`src/design/eatrm_pkg.sv`:
```
`timescale 1ns / 1ps
`default_nettype none
package eatrm_pkg;

   // Q30 element width: headroom above +/-1 for CORDIC growth and sums.
   localparam int ELEM_W = 34;
   // CORDIC residual angle, degrees times 2^16.
   localparam int ZANG_W = 27;
   localparam int ATAN_W = 23;
   localparam int ATAN_LEN = 24;
   localparam int Q_SHIFT = 30;

   localparam logic signed [ELEM_W-1:0] CORDIC_GAIN = ELEM_W'(652032874);
   localparam logic signed [ELEM_W-1:0] Q_ONE = ELEM_W'(64'sd1 <<< Q_SHIFT);
   localparam logic signed [16:0] NINETY_DEG = 17'sd11520;
   localparam logic signed [16:0] HALF_TURN = 17'sd23040;

   // atan(2^-i) in degrees times 2^16
   localparam logic [ATAN_W-1:0] ATAN_DEG [ATAN_LEN] = '{
      23'd2949120, 23'd1740967, 23'd919879, 23'd466945, 23'd234379, 23'd117304,
      23'd58666, 23'd29335, 23'd14668, 23'd7334, 23'd3667, 23'd1833,
      23'd917, 23'd458, 23'd229, 23'd115, 23'd57, 23'd29,
      23'd14, 23'd7, 23'd4, 23'd2, 23'd1, 23'd0
   };

   // Product order codes
   localparam logic [2:0] ORD_X_Y_Z = 3'd0;
   localparam logic [2:0] ORD_X_Z_Y = 3'd1;
   localparam logic [2:0] ORD_Y_X_Z = 3'd2;
   localparam logic [2:0] ORD_Z_X_Y = 3'd3;
   localparam logic [2:0] ORD_Z_Y_X = 3'd4;
   localparam logic [2:0] ORD_Y_Z_X = 3'd5;

   typedef logic signed [ELEM_W-1:0] elem_type;
   typedef logic [2:0] [2:0] [ELEM_W-1:0] mat_type;

   typedef struct packed {
      logic signed [ELEM_W-1:0] x;
      logic signed [ELEM_W-1:0] y;
      logic signed [ZANG_W-1:0] z;
      logic neg;
   } lane_type;

   typedef lane_type [2:0] lane_set_type;

endpackage
`default_nettype wire

```
`src/design/eatrm_cordic_cell.sv`:
```
`timescale 1ns / 1ps
`default_nettype none
module eatrm_cordic_cell #(
   parameter int STAGE = 0
) (
   input wire logic clock,
   input wire logic reset,
   input wire logic up_valid,
   output logic up_ready,
   input wire eatrm_pkg::lane_set_type up_data,
   output logic dn_valid,
   input wire logic dn_ready,
   output eatrm_pkg::lane_set_type dn_data
);

   logic valid_ff;
   eatrm_pkg::lane_set_type data_ff, data_in;

   always_comb begin
      for (int k = 0; k < 3; k++) begin
         logic signed [eatrm_pkg::ELEM_W-1:0] xs, ys;
         logic signed [eatrm_pkg::ZANG_W-1:0] at;
         xs = up_data[k].x >>> STAGE;
         ys = up_data[k].y >>> STAGE;
         at = eatrm_pkg::ZANG_W'(eatrm_pkg::ATAN_DEG[STAGE]);
         data_in[k].neg = up_data[k].neg;
         if (!up_data[k].z[eatrm_pkg::ZANG_W-1]) begin
            data_in[k].x = up_data[k].x - ys;
            data_in[k].y = up_data[k].y + xs;
            data_in[k].z = up_data[k].z - at;
         end else begin
            data_in[k].x = up_data[k].x + ys;
            data_in[k].y = up_data[k].y - xs;
            data_in[k].z = up_data[k].z + at;
         end
      end
   end

   assign up_ready = !valid_ff || dn_ready;
   assign dn_valid = valid_ff;
   assign dn_data = data_ff;

   always_ff @(posedge clock) begin
      if (reset) begin
         valid_ff <= 1'b0;
      end else if (up_ready) begin
         valid_ff <= up_valid;
      end
   end

   always_ff @(posedge clock) begin
      if (up_ready && up_valid) begin
         data_ff <= data_in;
      end
   end

endmodule
`default_nettype wire

```
`config.mk`:
```
export PLATFORM = sky130hd
export DESIGN_NAME = eatrm_cordic_cell
export DESIGN_NICKNAME = d
export VERILOG_FILES = /design/src/design/eatrm_pkg.sv /design/src/design/eatrm_cordic_cell.sv
export SDC_FILE = /design/constraint.sdc
export NUM_CORES = 1
export LEC_CHECK = 0
export BUFFER_PORTS_ARGS = -buffer_cell sky130_fd_sc_hd__clkbuf_2
export CAP_MARGIN = 20
export CORE_AREA = 2 2 225 227
export DETAILED_ROUTE_END_ITERATION = 10
export DIE_AREA = 0 0 227 229
export HOLD_SLACK_MARGIN = 0.06
export PLACE_DENSITY = 0.79
export SLEW_MARGIN = 20
export SYNTH_ARGS = -nofsm -noshare
export SYNTH_HDL_FRONTEND = slang
export SYNTH_SLANG_ARGS = --single-unit
```
`constraint.sdc`:
```
create_clock -name clock -period 8.1 [get_ports clock]
set_input_delay 0 -clock clock [delete_from_list [all_inputs] [get_ports clock]]
set_output_delay 0 -clock clock [all_outputs]
set_load 0.1 [all_outputs]
```
* Word-level counts from Yosys, hierarchy flattened
Cells that the tools add are included.
** Storage, ports and cells
- Word-level logic and storage cells :: 34
- Register bits :: 289
- Input port bits :: 292
- Output and inout port bits :: 290
** Operators by class
- Reduce and logical (&&, ||, !) cells :: 3
- Multiplexer cells :: 3
- $add $sub $neg :: 15
** Operator list (number)
- 95-bit two-way mux :: 3
- 34-bit subtractor :: 6
- 34-bit adder :: 3
- 27-bit by 23-bit adder with 27-bit output (second input constant) :: 3
- 27-bit by 23-bit subtractor with 27-bit output (second input constant) :: 3
- 1-bit logical AND :: 1
- 1-bit zero test :: 1
- 1-bit logical OR :: 1

* Depth between registers and ports, before layout
Gate-level depths: netlist of the first run.
- Depth after elaboration :: 3
- Mapped depth :: 15
- Mapped depth without buffers :: 13

* Least setup slack after synthesis of the first run
OpenSTA, ideal clock, no wires.
- Kind :: reg2reg
- Start :: register valid_ff (netlist: dn_valid)
- End :: register data_ff, in the netlist dn_data[0] (enable)
- Slack :: -0.696 ns
- Required time :: 7.420 ns
- Library setup time :: 0.680 ns
- Path buffers :: 0
- Arrival :: 8.116 ns
- Clock period less this slack :: 8.796 ns
- Cell stages (with the launch flop) :: 3
- Path through :: dfxtp_1 -> nand2b_1 -> and2_1
** On the way
- Word-level cells in the longest chain between the ends :: 3
** RTL lines
- start: declaration :: RTL line eatrm_cordic_cell.sv:16 : logic valid_ff;
- start signal: assignment :: RTL line eatrm_cordic_cell.sv:47 : valid_ff <= up_valid;
- 1-bit zero test :: RTL line eatrm_cordic_cell.sv:39 : assign up_ready = !valid_ff || dn_ready;
- 1-bit logical OR :: RTL line eatrm_cordic_cell.sv:39
- net up_ready :: RTL line eatrm_cordic_cell.sv:9 : output logic up_ready,
- 1-bit logical AND :: RTL line eatrm_cordic_cell.sv:52 : if (up_ready && up_valid) begin
- end signal: assignment :: RTL line eatrm_cordic_cell.sv:53 : data_ff <= data_in;
- end: declaration :: RTL line eatrm_cordic_cell.sv:17 : eatrm_pkg::lane_set_type data_ff, data_in;
The timed path passes the listed nets, and every way through them passes these cells.
A chain may end at the register's enable or synchronous reset.

==> impl_metrics.tcl, run 1 <==
set metrics [dict create \
    fin_skew_ns 0.0121 \
    cts-buffers-inserted 35 \
    grt_pass1_vias 24000 \
    synth_edf_count 285 \
    antenna_found_initial 23 \
    cts_tree "yes" \
    rsz0062_at_grt "no" \
    yosysWarnings 0 \
    cp-start-kind "input pin" \
    power.leakage_uw 0.0145 \
    rows 82 \
    synth_top_area_share_pct 32.4 \
    syn2layout_area_growth_pct 21.6 \
    coreArea_um2 49700 \
    ys_async_sr_fraction_pct 0 \
    synth_seq_cells 286 \
    wl_met1_mm 35.7 \
    period_needed_ns 3.52 \
    pin_count 582 \
    status "completed" \
    cts.clk_slew.worst_paths_ns 0.07 \
    met2_length_mm 41.1 \
    fillCellCount 4232 \
    drive_gt1_share_pct 19.2 \
    ant_nets 0 \
    grt_first_pass_wirelength_mm 137 \
    path_class "input pin to flop" \
    finalHoldViolations 0 \
    tightest_slew_ns 0.970 \
    wl_per_cell_um 21.1 \
    syn-num-nets 3635 \
    initial_core_util_pct 53.2 \
    clkSinkCount 286 \
    ir_drop_v 0.000210 \
    final_core_util_pct 64.7 \
    drtPass1Iterations 6 \
    wl_mm 91.9 \
    setup.worst_path.end_class "flop" \
    grt_usage_pct 34.0 \
    synth_most_common_cell "a21oi_1" \
    fin_area_um2 32100 \
    grt_max_degree 74 \
    fp.dieArea_um2 52000 \
    die_w_um 227 \
    powerDensity_nw_per_um2 209 \
    ys.flop_type "edfxtp_1" \
    layout_setup_ws_ns 4.58 \
    hpwlAfterDp_mm 70.1 \
    place.gp.congestion 1.04 \
    clockRootBuffer "clkbuf_16" \
    relSlewSlack_pct 34.6 \
    synth_area_leaders "edfxtp_1 32%, ha_1 15%, a21oi_1 6.8%, xnor2_1 6.2%, inv_1 4.3%" \
    cts_setup_buffers 0 \
    highest_layer "met5" \
    maxCapViolations 0 \
    layout.nets 4252 \
    place_ws_ns 4.55 \
    drv_slew 0 \
    vias 25800 \
    yosysSeqAreaShare_pct 32.5 \
    placed_area_um2 29700 \
    die_h_um 229 \
    clk_latency_ns 0.56 \
    yosysTopAreaCell "edfxtp_1" \
    hp-class "input pin to flop" \
    grt-ovfl-total 0 \
    synth_cell_type_count 101 \
    setup_viol 0 \
    viasPerCell 5.95 \
    met3_length_mm 9.15 \
    cp.required_ns 8.41 \
    netlist_area_um2 26400 \
    cts_max_level 2 \
    power.total_uw 6720 \
    io_buffer_count 581 \
    worstPathArrival_ns 3.83 \
    fin_crit_sh_pct 43.4 \
    drt_iter0_markers 2798 \
    cts.path.max_buffers 3 \
    synth.avg_cell_area_um2 8.79 \
    drc 0 \
    ys_top_cells_by_count "359 x a21oi_1, 324 x ha_1, 304 x inv_1, 285 x edfxtp_1, 263 x nor2_1" \
    tns_ns 0 \
    crit_fanout 5 \
    fmax_mhz 284 \
    syn_inst 3007 \
]
## kinds of logic (layout without fill, tap and decap cells)
logic type               Yosys count  after routing  synth area share (%)
AO/OA/AOI/OAI                    977            977                  23.3
XOR/XNOR                         219            219                  7.26
adder cells (fa/ha/maj)          336            336                  16.3
buffers and inverters            449           1092                  6.55
flip-flops                       286            286                  32.5
multiplexers                      39             39                  1.48
other                              0             23                     0
AND/OR/NAND/NOR                  701            701                  12.7
## registers in the layout, indices dropped and copies added, names as in the netlist
signal,flops
dn_valid,1
dn_data,285
## cell usage in the layout, fill, tap and decap left out, drive strengths merged, types with 45 or more instances in the layout
cell type    netlist  routed
o21ai            217     217
o21bai            75      75
dlygate4sd3        0     120
inv              308     311
ha               324     324
nand2            134     134
edfxtp           285     285
a21oi            361     361
nor3              66      66
nor2b             45      45
a21o              66      66
xnor2            186     186
clkbuf            92     621
nor2             263     263
## per-stage QoR
step	std cells	hold WS, ns
final	4345	0.103
after global routing	4341	0.105
after CTS	4322	0.0835
after detailed placement	4139	0.175
after floorplan	3007	0.0691
after global placement	4139	0.158
## power by group
group	total, uW	leakage [uW]	switching, uW	internal (uW)
Sequential	1960	0.00277	66.7	1890
Combinational	3180	0.0112	2420	761
Clock	1570	0.000543	670	905
## final timing paths
check / start / to / slack (ns) / depth (start not counted)
min reg2reg: dn_valid / dn_data[64] / 1.08 / 2
min: up_valid / dn_data[64] / 0.10 / 2
max reg2reg: dn_valid / dn_data[155] / 5.24 / 4
max: up_data[29] / dn_data[61] / 4.58 / 14
## cell type report
cell class	instances	area, um2	share of cell area (%)
clock inverter	21	230	0.717
inverter	315	1180	3.68
clock buffer	42	902	2.81
antenna	23	57.6	0.179
tap	672	841	2.62
multi-input combinational	2272	16100	50.2
timing repair buffer	714	4210	13.1
sequential	286	8580	26.7
## critical path, cell delays in order
cell and delay [ns]:
dlygate4sd3_1 0.52, clkbuf_2 0.19, inv_1 0.10, ha_1 0.33
nor2b_1 0.16, o31ai_1 0.37, a21oi_1 0.17, o22ai_1 0.42
o221a_2 0.31, o21ai_0 0.30, a31oi_1 0.40, nor4_1 0.10
o31ai_1 0.32, xnor2_1 0.13
## metal layers
metal | vias to the layer above | track usage, %
met5 | - | 0
met3 | 303 | 6.90
met4 | 8 | 20.2
met2 | 1503 | 52.7
li1 | 11900 | -
met1 | 12100 | 43.7
## what timing repair did
item,CTS,global route
hold buffers,120,0
setup endpoints to repair,0,0
resized for setup,0,0
hold endpoints to repair,104,0
No activity file was read; power rests on OpenSTA's default activity.
==> inputs of run 2 (changes only) <==
--- a/config.mk
+++ b/config.mk
@@ -7,9 +7,9 @@
 export LEC_CHECK = 0
 export BUFFER_PORTS_ARGS = -buffer_cell sky130_fd_sc_hd__clkbuf_2
 export CAP_MARGIN = 20
-export CORE_AREA = 2 2 225 227
+export CORE_MARGIN = 2
+export CORE_UTILIZATION = 51
 export DETAILED_ROUTE_END_ITERATION = 10
-export DIE_AREA = 0 0 227 229
 export HOLD_SLACK_MARGIN = 0.06
 export PLACE_DENSITY = 0.79
 export SLEW_MARGIN = 20
==> constraint.sdc (replaced) <==
create_clock -name clock -period 3.2 [get_ports clock]
set_input_delay 0 -clock clock [delete_from_list [all_inputs] [get_ports clock]]
set_output_delay 0 -clock clock [all_outputs]
set_load 0.1 [all_outputs]
==> impl_metrics.tcl, run 2 (synthesized netlist as in run 1, its figures left out) <==
set metrics [dict create \
    status "completed" \
    cts.clk_slew.worst_paths_ns 0.06 \
    ir_drop_v 0.000440 \
    cp-start-kind "input pin" \
    drv_slew 0 \
    register_area_um2 8580 \
    ant_nets 0 \
    power_frac_seq_pct 28.2 \
    fmax_mhz 322 \
    multi_input_area_um2 16200 \
    place.gp.congestion 1.01 \
    fp.dieArea_um2 53600 \
    p_int_uw 9460 \
    syn2layout_area_growth_pct 26.5 \
    mostFrequentLayoutCells "579 x clkbuf_2, 355 x a21oi_1, 324 x ha_1" \
    hpwlAfterDp_mm 72.3 \
    io_buffer_count 581 \
    fin_area_um2 33400 \
    slowest_stage "dlygate4sd3_1" \
    drtPass1Iterations 6 \
    setup_viol 0 \
    placed_area_um2 30700 \
    cp.required_ns 3.51 \
    worstPathArrival_ns 3.42 \
    drive_gt1_share_pct 22.3 \
    rsz0062_at_grt "yes" \
    p_switching_uw 8130 \
    grt_pass1_vias 25000 \
    cts-buffers-inserted 35 \
    maxCapViolations 0 \
    grt_first_pass_wirelength_mm 141 \
    largest_reg_flops 285 \
    clkSinkCount 286 \
    cts.path.max_buffers 3 \
    cts_tree "yes" \
    comb_power_share_pct 47.6 \
    hold_ws_ns 0.0885 \
    wl_per_cell_um 21.1 \
    fillCellCount 4208 \
    grt-ovfl-total 0 \
    clockRootBuffer "clkbuf_16" \
    die_w_um 232 \
    crit_fanout 5 \
    critPathMaxStageDelay_ns 0.54 \
    crit_top_cell "a21oi_1" \
    cts_max_level 2 \
    grt_usage_pct 33.7 \
    drt_iter0_markers 2713 \
    swShare_pct 46.2 \
    relSlewSlack_pct 34.0 \
    antenna_found_initial 16 \
    power.total_uw 17600 \
    fin_crit_sh_pct 97.1 \
    layout.nets 4391 \
    path_class "input pin to flop" \
    rows 83 \
    pin_count 582 \
    crit_chain "dlygate4sd3_1, clkbuf_2, ha_1, nor3b_2, o31ai_2, a32oi_2, a211oi_2, o41a_4, o31ai_4, a21oi_1, o31ai_1, a21oi_1, xor2_1" \
    power.leakage_uw 0.0153 \
    powerDensity_nw_per_um2 526 \
    wl_mm 94.5 \
    finalHoldViolations 0 \
    fin_skew_ns 0.0171 \
    hp-class "input pin to flop" \
    tightest_slew_ns 0.991 \
    die_h_um 232 \
    vias 26400 \
    tns_ns 0 \
    viasPerCell 5.88 \
    setup.worst_path.end_class "flop" \
    final_core_util_pct 65.2 \
    final_common_cell "clkbuf_2" \
    initial_core_util_pct 51.5 \
    period_needed_ns 3.11 \
    clk_latency_ns 0.57 \
    coreArea_um2 51300 \
    drc 0 \
    pwr-share-clk_pct 24.2 \
    grt_max_degree 96 \
]
==> run 2: layout make-up <==
cell class	instances	share of cell area [%]
sequential	286	25.7
inverter	315	3.54
multi-input combinational	2272	48.5
antenna	12	0.0898
clock inverter	25	0.955
tap	680	2.55
clock buffer	39	2.67
timing repair buffer	853	16.0
==> run 2: final timing paths <==
check               start            to  slack [ns]  cells after the start
min          up_data[238]  dn_data[238]        0.09                      4
max           up_data[63]   dn_data[89]        0.09                     13
max reg2reg      dn_valid  dn_data[264]        1.30                      3
min reg2reg      dn_valid    dn_data[9]        0.98                      2
==> run 2: what timing repair did <==
item | in CTS | in global routing
hold endpoints to repair | 113 | 0
buffers inserted | 0 | 2
setup endpoints to repair | 0 | 33
hold buffers | 134 | 0
gates resized for setup | 0 | 26
==> run 2: per-layer routing <==
layer	wire (um)	GRT usage, %
met4	4920	17.0
met5	46	0
met3	9410	7.79
met2	42900	54.3
met1	37200	42.3
==> run 2: worst max-delay path, delay by kind of cell <==
family          cells  cell delay (ns)
compound gates      8             1.92
buf+inv             2             0.71
fa+ha+maj           1             0.34
simple gates        1             0.25
xor+xnor            1             0.20
==> run 2: power by group through the flow <==
| stage | combinational (uW) | clock [uW] | sequential, uW |
|---|---|---|---|
| global route | 8770 | 4440 | 5000 |
| finish | 8380 | 4250 | 4960 |
| floorplan | 2860 | 0 | 8210 |
| global placement | 7950 | 0 | 5010 |
| CTS | 8200 | 4300 | 4960 |
| detailed placement | 7970 | 0 | 5030 |
==> run 2: through the flow <==
step	setup WS (ns)	std cells
2_1_floorplan	-0.0623	3007
3_3_place_gp	-0.0264	4270
3_5_place_dp	-0.0594	4270
4_1_cts	0.0223	4468
5_1_grt	-0.0295	4481
6_report	0.0921	4482
